**config.mk**
```make
export PLATFORM = sky130hd
export DESIGN_NAME = lru_ring_message_cache_top
export DESIGN_NICKNAME = d
export VERILOG_FILES = /design/src/rtl/lrmc_pkg.sv /design/src/rtl/lrmc_mem.sv /design/src/rtl/lrmc_ctrl.sv /design/src/rtl/lru_ring_message_cache_top.sv
export SDC_FILE = /design/constraint.sdc
export NUM_CORES = 2
export LEC_CHECK = 0
export ABC_AREA = 1
export BUFFER_PORTS_ARGS = -buffer_cell sky130_fd_sc_hd__buf_2
export CELL_PAD_IN_SITES_DETAIL_PLACEMENT = 1
export CELL_PAD_IN_SITES_GLOBAL_PLACEMENT = 2
export CORE_ASPECT_RATIO = 1.75
export CORE_MARGIN = 2
export CORE_UTILIZATION = 44
export DETAILED_ROUTE_END_ITERATION = 10
export PLACE_DENSITY = 0.88
export SYNTH_ARGS = -nofsm -noshare
export SYNTH_HDL_FRONTEND = slang
export SYNTH_HIERARCHICAL = 1
export SYNTH_SLANG_ARGS = --single-unit
```
**constraint.sdc**
```tcl
create_clock -name clk_i -period 15.5 [get_ports clk_i]
set_input_delay 1.55 -clock clk_i [delete_from_list [all_inputs] [get_ports clk_i]]
set_output_delay 1.55 -clock clk_i [all_outputs]
set_load 0.005 [all_outputs]
```
**src/rtl/lrmc_pkg.sv**
```systemverilog
// ----------------------------------------------------------------------------
// lrmc_pkg
// Shared types and constants for the LRU ring message cache.
// ----------------------------------------------------------------------------
package lrmc_pkg;

  localparam int unsigned SLOTS_DEF = 16;

  localparam int unsigned ID_W   = 31;
  localparam int unsigned PAY_W  = 32;
  localparam int unsigned HELD_W = 5;
  localparam int unsigned VICT_W = 4;

  localparam logic CMD_LOOKUP = 1'b0;
  localparam logic CMD_INSERT = 1'b1;

  localparam logic POL_RANDOM = 1'b0;
  localparam logic POL_LRU    = 1'b1;

  typedef struct packed {
    logic              cmd;
    logic [ID_W-1:0]   msg_id;
    logic [PAY_W-1:0]  entry_payload;
    logic              policy;
    logic [VICT_W-1:0] victim_slot;
  } in_t;

  typedef struct packed {
    logic              hit;
    logic [PAY_W-1:0]  found_payload;
    logic [HELD_W-1:0] entries_held;
  } out_t;

  typedef struct packed {
    logic [ID_W-1:0]  id;
    logic [PAY_W-1:0] payload;
  } entry_t;

  // finished result handed from the controller to the output stage
  typedef struct packed {
    logic valid;
    out_t data;
  } rsp_t;

endpackage

```
**src/rtl/lrmc_mem.sv**
```systemverilog
// ----------------------------------------------------------------------------
// lrmc_mem
// Entry storage: one write port, one read port, registered read data.
// ----------------------------------------------------------------------------
module lrmc_mem
  import lrmc_pkg::*;
#(
  parameter int unsigned SLOTS = SLOTS_DEF,
  localparam int unsigned AW   = $clog2(SLOTS)
) (
  input  logic          clk_i,
  input  logic          we_i,
  input  logic [AW-1:0] waddr_i,
  input  entry_t        wdata_i,
  input  logic [AW-1:0] raddr_i,
  output entry_t        rdata_o
);

  entry_t mem_q [SLOTS];
  entry_t rdata_q;

  always_ff @(posedge clk_i) begin
    if (we_i) begin
      mem_q[waddr_i] <= wdata_i;
    end
  end

  always_ff @(posedge clk_i) begin
    rdata_q <= mem_q[raddr_i];
  end

  assign rdata_o = rdata_q;

endmodule

```
**src/rtl/lrmc_ctrl.sv**
```systemverilog
// ----------------------------------------------------------------------------
// lrmc_ctrl
// Ring pointers and the sequencer that walks the entry memory for search,
// move-to-rear shift and insert.
// ----------------------------------------------------------------------------
module lrmc_ctrl
  import lrmc_pkg::*;
#(
  parameter int unsigned SLOTS = SLOTS_DEF,
  localparam int unsigned AW   = $clog2(SLOTS),
  localparam int unsigned CW   = $clog2(SLOTS + 1)
) (
  input  logic          clk_i,
  input  logic          rst_ni,
  input  logic          in_valid_i,
  output logic          in_stall_o,
  input  in_t           in_data_i,
  output rsp_t          rsp_o,
  input  logic          rsp_take_i,
  output logic          mem_we_o,
  output logic [AW-1:0] mem_waddr_o,
  output entry_t        mem_wdata_o,
  output logic [AW-1:0] mem_raddr_o,
  input  entry_t        mem_rdata_i
);

  localparam int unsigned MW        = CW + VICT_W;
  localparam int unsigned MOD_STEPS = ((2 ** VICT_W) - 1) / SLOTS;

  typedef enum logic [2:0] {
    ST_IDLE,
    ST_SEARCH,
    ST_SHIFT,
    ST_FINAL,
    ST_RESP
  } state_e;

  state_e          state_q, state_d;
  logic [AW-1:0]   oldest_q, oldest_d;
  logic [AW-1:0]   newest_q, newest_d;
  logic [CW-1:0]   count_q, count_d;
  logic [CW-1:0]   issued_q, issued_d;
  logic [AW-1:0]   ptr_q, ptr_d;
  logic [AW-1:0]   cmp_q, cmp_d;
  logic [AW-1:0]   j_q, j_d;
  logic [AW-1:0]   rd_q, rd_d;
  logic [ID_W-1:0] look_id_q, look_id_d;
  entry_t          keep_q, keep_d;
  out_t            res_q, res_d;

  logic [MW-1:0]   vmod;
  logic [AW-1:0]   victim_idx;
  logic            full;
  logic            in_acc;

  function automatic logic [AW-1:0] ring_next(input logic [AW-1:0] x);
    logic [AW-1:0] r;
    if (x == AW'(SLOTS - 1)) r = '0;
    else                     r = x + 1'b1;
    return r;
  endfunction

  // victim_slot modulo SLOTS by repeated subtract; no steps once SLOTS > 15
  always_comb begin
    vmod = MW'(in_data_i.victim_slot);
    for (int k = 0; k < MOD_STEPS; k++) begin
      if (vmod >= MW'(SLOTS)) vmod = vmod - MW'(SLOTS);
    end
    victim_idx = AW'(vmod);
  end

  assign full       = (count_q == CW'(SLOTS));
  assign in_stall_o = (state_q != ST_IDLE);
  assign in_acc     = in_valid_i && !in_stall_o;

  always_comb begin
    state_d     = state_q;
    oldest_d    = oldest_q;
    newest_d    = newest_q;
    count_d     = count_q;
    issued_d    = issued_q;
    ptr_d       = ptr_q;
    cmp_d       = cmp_q;
    j_d         = j_q;
    rd_d        = rd_q;
    look_id_d   = look_id_q;
    keep_d      = keep_q;
    res_d       = res_q;
    mem_we_o    = 1'b0;
    mem_waddr_o = newest_q;
    mem_wdata_o = keep_q;
    mem_raddr_o = ptr_q;

    unique case (state_q)
      ST_IDLE: begin
        mem_raddr_o = oldest_q;
        if (in_acc) begin
          if (in_data_i.cmd == CMD_INSERT) begin
            mem_we_o    = 1'b1;
            mem_wdata_o = '{id: in_data_i.msg_id, payload: in_data_i.entry_payload};
            if (full) begin
              if (in_data_i.policy == POL_LRU) begin
                mem_waddr_o = oldest_q;
                oldest_d    = ring_next(oldest_q);
                newest_d    = oldest_q;
              end else begin
                mem_waddr_o = victim_idx;
              end
            end else begin
              mem_waddr_o = ring_next(newest_q);
              newest_d    = ring_next(newest_q);
              count_d     = count_q + 1'b1;
            end
            res_d   = '{hit: 1'b0, found_payload: '0, entries_held: HELD_W'(count_d)};
            state_d = ST_RESP;
          end else begin
            look_id_d = in_data_i.msg_id;
            if (count_q == '0) begin
              res_d   = '{hit: 1'b0, found_payload: '0, entries_held: HELD_W'(count_q)};
              state_d = ST_RESP;
            end else begin
              cmp_d    = oldest_q;
              ptr_d    = ring_next(oldest_q);
              issued_d = CW'(1);
              state_d  = ST_SEARCH;
            end
          end
        end
      end

      // read data holds the entry at cmp_q; next read is issued in the same cycle
      ST_SEARCH: begin
        if (mem_rdata_i.id == look_id_q) begin
          keep_d = mem_rdata_i;
          if (cmp_q == newest_q) begin
            state_d = ST_FINAL;
          end else begin
            j_d         = cmp_q;
            rd_d        = ring_next(cmp_q);
            mem_raddr_o = ring_next(cmp_q);
            state_d     = ST_SHIFT;
          end
        end else if (issued_q == count_q) begin
          res_d   = '{hit: 1'b0, found_payload: '0, entries_held: HELD_W'(count_q)};
          state_d = ST_RESP;
        end else begin
          mem_raddr_o = ptr_q;
          cmp_d       = ptr_q;
          ptr_d       = ring_next(ptr_q);
          issued_d    = issued_q + 1'b1;
        end
      end

      // entry at rd_q moves down into j_q, one slot per cycle
      ST_SHIFT: begin
        mem_we_o    = 1'b1;
        mem_waddr_o = j_q;
        mem_wdata_o = mem_rdata_i;
        j_d         = rd_q;
        if (rd_q == newest_q) begin
          state_d = ST_FINAL;
        end else begin
          mem_raddr_o = ring_next(rd_q);
          rd_d        = ring_next(rd_q);
        end
      end

      ST_FINAL: begin
        mem_we_o    = 1'b1;
        mem_waddr_o = newest_q;
        mem_wdata_o = keep_q;
        res_d       = '{hit: 1'b1, found_payload: keep_q.payload,
                        entries_held: HELD_W'(count_q)};
        state_d     = ST_RESP;
      end

      ST_RESP: begin
        if (rsp_take_i) state_d = ST_IDLE;
      end

      default: state_d = ST_IDLE;
    endcase
  end

  always_ff @(posedge clk_i or negedge rst_ni) begin
    if (!rst_ni) begin
      state_q   <= ST_IDLE;
      oldest_q  <= '0;
      newest_q  <= AW'(SLOTS - 1);
      count_q   <= '0;
      issued_q  <= '0;
      ptr_q     <= '0;
      cmp_q     <= '0;
      j_q       <= '0;
      rd_q      <= '0;
      look_id_q <= '0;
      keep_q    <= '0;
      res_q     <= '0;
    end else begin
      state_q   <= state_d;
      oldest_q  <= oldest_d;
      newest_q  <= newest_d;
      count_q   <= count_d;
      issued_q  <= issued_d;
      ptr_q     <= ptr_d;
      cmp_q     <= cmp_d;
      j_q       <= j_d;
      rd_q      <= rd_d;
      look_id_q <= look_id_d;
      keep_q    <= keep_d;
      res_q     <= res_d;
    end
  end

  assign rsp_o.valid = (state_q == ST_RESP);
  assign rsp_o.data  = res_q;

`ifndef SYNTHESIS
  a_count_range: assert property (@(posedge clk_i) disable iff (!rst_ni)
    count_q <= CW'(SLOTS))
    else $error("held count above slot count");

  a_lookup_keeps_count: assert property (@(posedge clk_i) disable iff (!rst_ni)
    (in_acc && in_data_i.cmd == CMD_LOOKUP) |=> $stable(count_q))
    else $error("lookup changed the held count");

  a_shift_not_newest: assert property (@(posedge clk_i) disable iff (!rst_ni)
    (state_q == ST_SHIFT) |-> (j_q != newest_q))
    else $error("shift writes the newest slot");

  a_search_bound: assert property (@(posedge clk_i) disable iff (!rst_ni)
    (state_q == ST_SEARCH) |-> (count_q != '0 && issued_q <= count_q))
    else $error("search walked past the held entries");

  a_pointers_hold: assert property (@(posedge clk_i) disable iff (!rst_ni)
    (state_q == ST_SEARCH || state_q == ST_SHIFT) |=>
      ($stable(oldest_q) && $stable(newest_q)))
    else $error("ring pointers moved during a lookup");
`endif

endmodule

```
**src/rtl/lru_ring_message_cache_top.sv**
```systemverilog
// ----------------------------------------------------------------------------
// lru_ring_message_cache_top
// Fully associative message cache kept as a ring, with LRU move-to-rear.
// ----------------------------------------------------------------------------
// One transaction is in work at a time; the result sits in an output register
// so the next transaction can enter while it waits. A lookup walks the held
// entries from oldest to newest at one entry per cycle through the entry
// memory read port, then on a hit moves each later entry down one slot per
// cycle and writes the hit entry to the newest slot. A miss ends once every
// held entry has been read. No clearing pass after reset.
// ----------------------------------------------------------------------------
module lru_ring_message_cache_top
  import lrmc_pkg::*;
#(
  parameter int unsigned SLOTS = SLOTS_DEF
) (
  input  logic clk_i,
  input  logic rst_ni,
  input  logic in_valid_i,
  output logic in_stall_o,
  input  in_t  in_data_i,
  output logic out_valid_o,
  input  logic out_stall_i,
  output out_t out_data_o
);

  localparam int unsigned AW = $clog2(SLOTS);

  rsp_t          rsp;
  logic          rsp_take;
  logic          mem_we;
  logic [AW-1:0] mem_waddr;
  logic [AW-1:0] mem_raddr;
  entry_t        mem_wdata;
  entry_t        mem_rdata;

  logic          out_valid_q;
  out_t          out_q;

  lrmc_ctrl #(
    .SLOTS (SLOTS)
  ) u_ctrl (
    .clk_i       (clk_i),
    .rst_ni      (rst_ni),
    .in_valid_i  (in_valid_i),
    .in_stall_o  (in_stall_o),
    .in_data_i   (in_data_i),
    .rsp_o       (rsp),
    .rsp_take_i  (rsp_take),
    .mem_we_o    (mem_we),
    .mem_waddr_o (mem_waddr),
    .mem_wdata_o (mem_wdata),
    .mem_raddr_o (mem_raddr),
    .mem_rdata_i (mem_rdata)
  );

  lrmc_mem #(
    .SLOTS (SLOTS)
  ) u_mem (
    .clk_i   (clk_i),
    .we_i    (mem_we),
    .waddr_i (mem_waddr),
    .wdata_i (mem_wdata),
    .raddr_i (mem_raddr),
    .rdata_o (mem_rdata)
  );

  // output register loads when empty or being drained this cycle
  assign rsp_take = rsp.valid && (!out_valid_q || !out_stall_i);

  always_ff @(posedge clk_i or negedge rst_ni) begin
    if (!rst_ni) begin
      out_valid_q <= 1'b0;
      out_q       <= '0;
    end else if (rsp_take) begin
      out_valid_q <= 1'b1;
      out_q       <= rsp.data;
    end else if (!out_stall_i) begin
      out_valid_q <= 1'b0;
    end
  end

  assign out_valid_o = out_valid_q;
  assign out_data_o  = out_q;

endmodule
```
==> flow_summary_export.csv <==
group,metric,value,unit
synth,synthFlopType,"edfxtp_1",
worst_setup_path,path_cells,"nor2_4, buf_4, nand2_2, nor2_1, nand2_2, buf_4, nand2_2, buf_4, o211ai_1, nand3b_1, nor2_4, buf_4",
outcome,status,"completed",
placement,port_buffers,112,
clocking,cts_sinks,1279,
synth,syn_area,55700,µm²
synth,synth_most_common_cell,"nand2_1",
power_and_ir_drop,p_per_area,196,nW/µm²
synth,ys_types,37,
synth,async_flop_share,16.3,%
worst_setup_path,crit_top_cell,"buf_4",
route,drtAntennaViolNets,0,
power_and_ir_drop,power_leakage,27.1,nW
global_routing,grt_antenna_before_repair,9,
route,drtIter0Drc,2776,
clocking,hold_buffers,0,
global_routing,grt_pass1_wl,255000,µm
timing,tightest_slew,1.31,ns
clocking,clk_pin_slew,0.07,ns
layout,postLayoutCoreUtil,49.0,%
worst_hold_path,worst_hold_path.endpoint,"out_data_o[2]",
layout,regArea,36700,µm²
route,vias,39800,
route,wirelength,168000,µm
worst_setup_path,regToRegEndpoint,"u_mem/mem_q[6][24]",
worst_setup_path,cp.required,15.85,ns
worst_setup_path,critPathLaunchType,"register",
layout,area_growth,10.5,%
clocking,worst_skew_pair.late_latency,0.75,ns
layout,n_fill_cell,14000,
route,via_per_inst,5.35,
timing,finalCriticalPeriod,6.13,ns
floorplanning,ios,113,
route,wire_per_inst,22.6,µm
synth,synth_top_area_share,54.4,%
clocking,htree_levels,3,
layout,multi_input_area,14000,µm²
worst_setup_path,r2r_slack,9.37,ns
synth,synthesis.nets,5713,
worst_setup_path,crit_cells,12,
synth,yosysTopAreaCell,"edfxtp_1",
worst_setup_path,cp-end-kind,"register",
run,maxCapViolations,0,
global_routing,grt_overflow,0,
worst_setup_path,max_stage_delay,1.12,ns
worst_setup_path,cpMaxStageDelayCell,"nor2_4",
worst_setup_path,r2r_start,"u_ctrl/state_q[2]",
clocking,cts_tree,"yes",
worst_hold_path,min_from,"out_data_o[2]",
synth,synth_edf_count,1008,
clocking,post_cts_buffers,0,
power_and_ir_drop,irDropWorstVdd,0.274,mV
floorplanning,die_h,474,µm
timing,max_slew_margin,12.5,%
floorplanning,core,125000,µm²
timing,final-setup-viol-count,0,
synth,synth-warning-count,6,
timing,finalMaxSlewViolations,0,
route,drtPass1Iterations,7,
synth,ys_seq_elements,1279,
timing,grt_setup_unrepaired,"no",
floorplanning,dieArea,129000,µm²
floorplanning,die_width,273,µm
synth,synth_commonest_cells,"1822 x nand2_1, 1008 x edfxtp_1, 925 x inv_1",
worst_setup_path,crit_buf_inv,4,
floorplanning,start_util,44.4,%
clocking,cts_root_buf,"clkbuf_16",
synth,ys_seq_area_share,66.0,%
timing,final_hold_viol_count,0,
timing,clock.fmax,163,MHz
synth,synthTopCellsByArea,"edfxtp_1 54%, nand2_1 12%, dfrtp_1 9.2%",
worst_hold_path,hold_path_class,"register to register",
synth,postSynthAreaPerCell,9.88,µm²
power_and_ir_drop,total_power,0.0120,W
worst_setup_path,reg2reg_depth,12,
global_routing,grt_pass1_vias,42400,
worst_setup_path,worstSetupPathType,"register to register",
clocking,cts_inserted_buffers,114,
layout,instances_no_fill,7431,
placement,detailed_place_hpwl,98100,µm
layout,drive_gt1_share,7.57,%
timing,period_share,39.5,%
worst_setup_path,cp_max_fo,44,
timing,setup-tns-final,0,ns
worst_setup_path,crit_family,"simple AND/OR/NAND/NOR gates",
route,route.detailed.drc,0,
timing,fin_worst_skew,0.0353,ns
clocking,cts_resized,0,
clocking,clockBufferDepth,3,
placement,place_congestion,0.824,
global_routing,grt_max_degree,167,
floorplanning,rows,172,
layout,nNetsFinal,5755,
synth,netlist_instances,5632,
global_routing,grt_use_total,26.1,%
worst_setup_path,critPathArrivalTime,6.48,ns
placement,dp.cells,7209,
worst_hold_path,hold_depth,2,
## kinds of logic after synthesis
logic type                 after synthesis  synth area share, %
AOI/OAI and AO/OA                      266                 2.77
xor gates and xnor gates                30                0.472
adders and majority gates                8                0.180
buffers and inverters                 1216                 9.23
DFF                                   1279                 66.0
muxes                                    3               0.0584
and+or+nand+nor                       2830                 21.3
## tightest hold or removal path, delay by kind of cell, from the launching register on
| kind | cells | cell delay (ns) |
|---|---|---|
| DFF | 1 | 0.34 |
| and+or+nand+nor | 2 | 0.09 |
## how the worst max path moves through the flow
stage	startpoint	slack (ns)	endpoint
final	u_ctrl/state_q[2]	9.37	u_mem/mem_q[6][24]
after floorplan	in_valid_i	9.70	u_mem/mem_q[12][0]
after global placement	in_valid_i	9.31	u_mem/mem_q[6][10]
after CTS	u_ctrl/state_q[2]	9.32	u_mem/mem_q[6][25]
after global routing	u_ctrl/state_q[2]	9.17	u_mem/mem_q[6][26]
after detailed placement	in_valid_i	9.23	u_mem/mem_q[6][10]
## cell usage in the layout, fill, tap and decap left out, drive strengths merged, types with 6 or more instances in the layout
cell,instances
clkinv,36
xnor2,13
inv,935
diode,6
dfrtp,204
dfxtp,63
nand2,1829
o211ai,37
buf,210
a22oi,9
a21oi,14
edfxtp,1008
bufinv,13
nor2,83
xor2,17
o21ai,178
ha,8
nand4,7
nand3,904
o221ai,23
clkbuf,158
## cell type report
cell class | instances | area share [%]
Clock inverter | 56 | 1.05
Multi-Input combinational cell | 3137 | 22.8
Antenna cell | 6 | 0.0244
Sequential cell | 1279 | 59.7
Timing Repair Buffer | 210 | 2.14
Tap cell | 1653 | 3.36
Inverter | 932 | 5.74
Clock buffer | 158 | 5.18
## state kept, by name (all words and copies together), names as in the netlist, 5 cells and up
signal and count:
u_ctrl/keep_q 63, out_data_o 38, u_ctrl/count_q 5, u_ctrl/issued_q 5
u_ctrl/rsp_o 38, u_ctrl/look_id_q 31, u_mem/mem_q 1008, u_mem/rdata_o 63
## through the flow
step,hold slack [ns],cell area [µm²],setup WS [ns]
3_5_place_dp,0.455,57600,9.23
6_report,0.467,61500,9.37
4_1_cts,0.471,61500,9.32
5_1_grt,0.491,61500,9.17
2_1_floorplan,0.431,55700,9.70
3_3_place_gp,0.450,57600,9.31
## power by group
| part | total (W) | internal (W) | leakage, nW | switching, W |
|---|---|---|---|---|
| registers | 0.00421 | 0.00402 | 12.6 | 0.000189 |
| logic | 0.00487 | 0.00130 | 12.6 | 0.00358 |
| clock network | 0.00296 | 0.00166 | 1.88 | 0.00130 |
| total | 0.0120 | 0.00697 | 27.1 | 0.00507 |
## per-layer routing
layer	track usage [%]	vias to the layer above	wire length (µm)
met4	10.8	0	6300
met2	48.6	1029	89800
met5	0	-	0
li1	-	18200	-
met3	2.66	322	7020
met1	30.3	20200	64700
(Power assumes the default switching activity.)
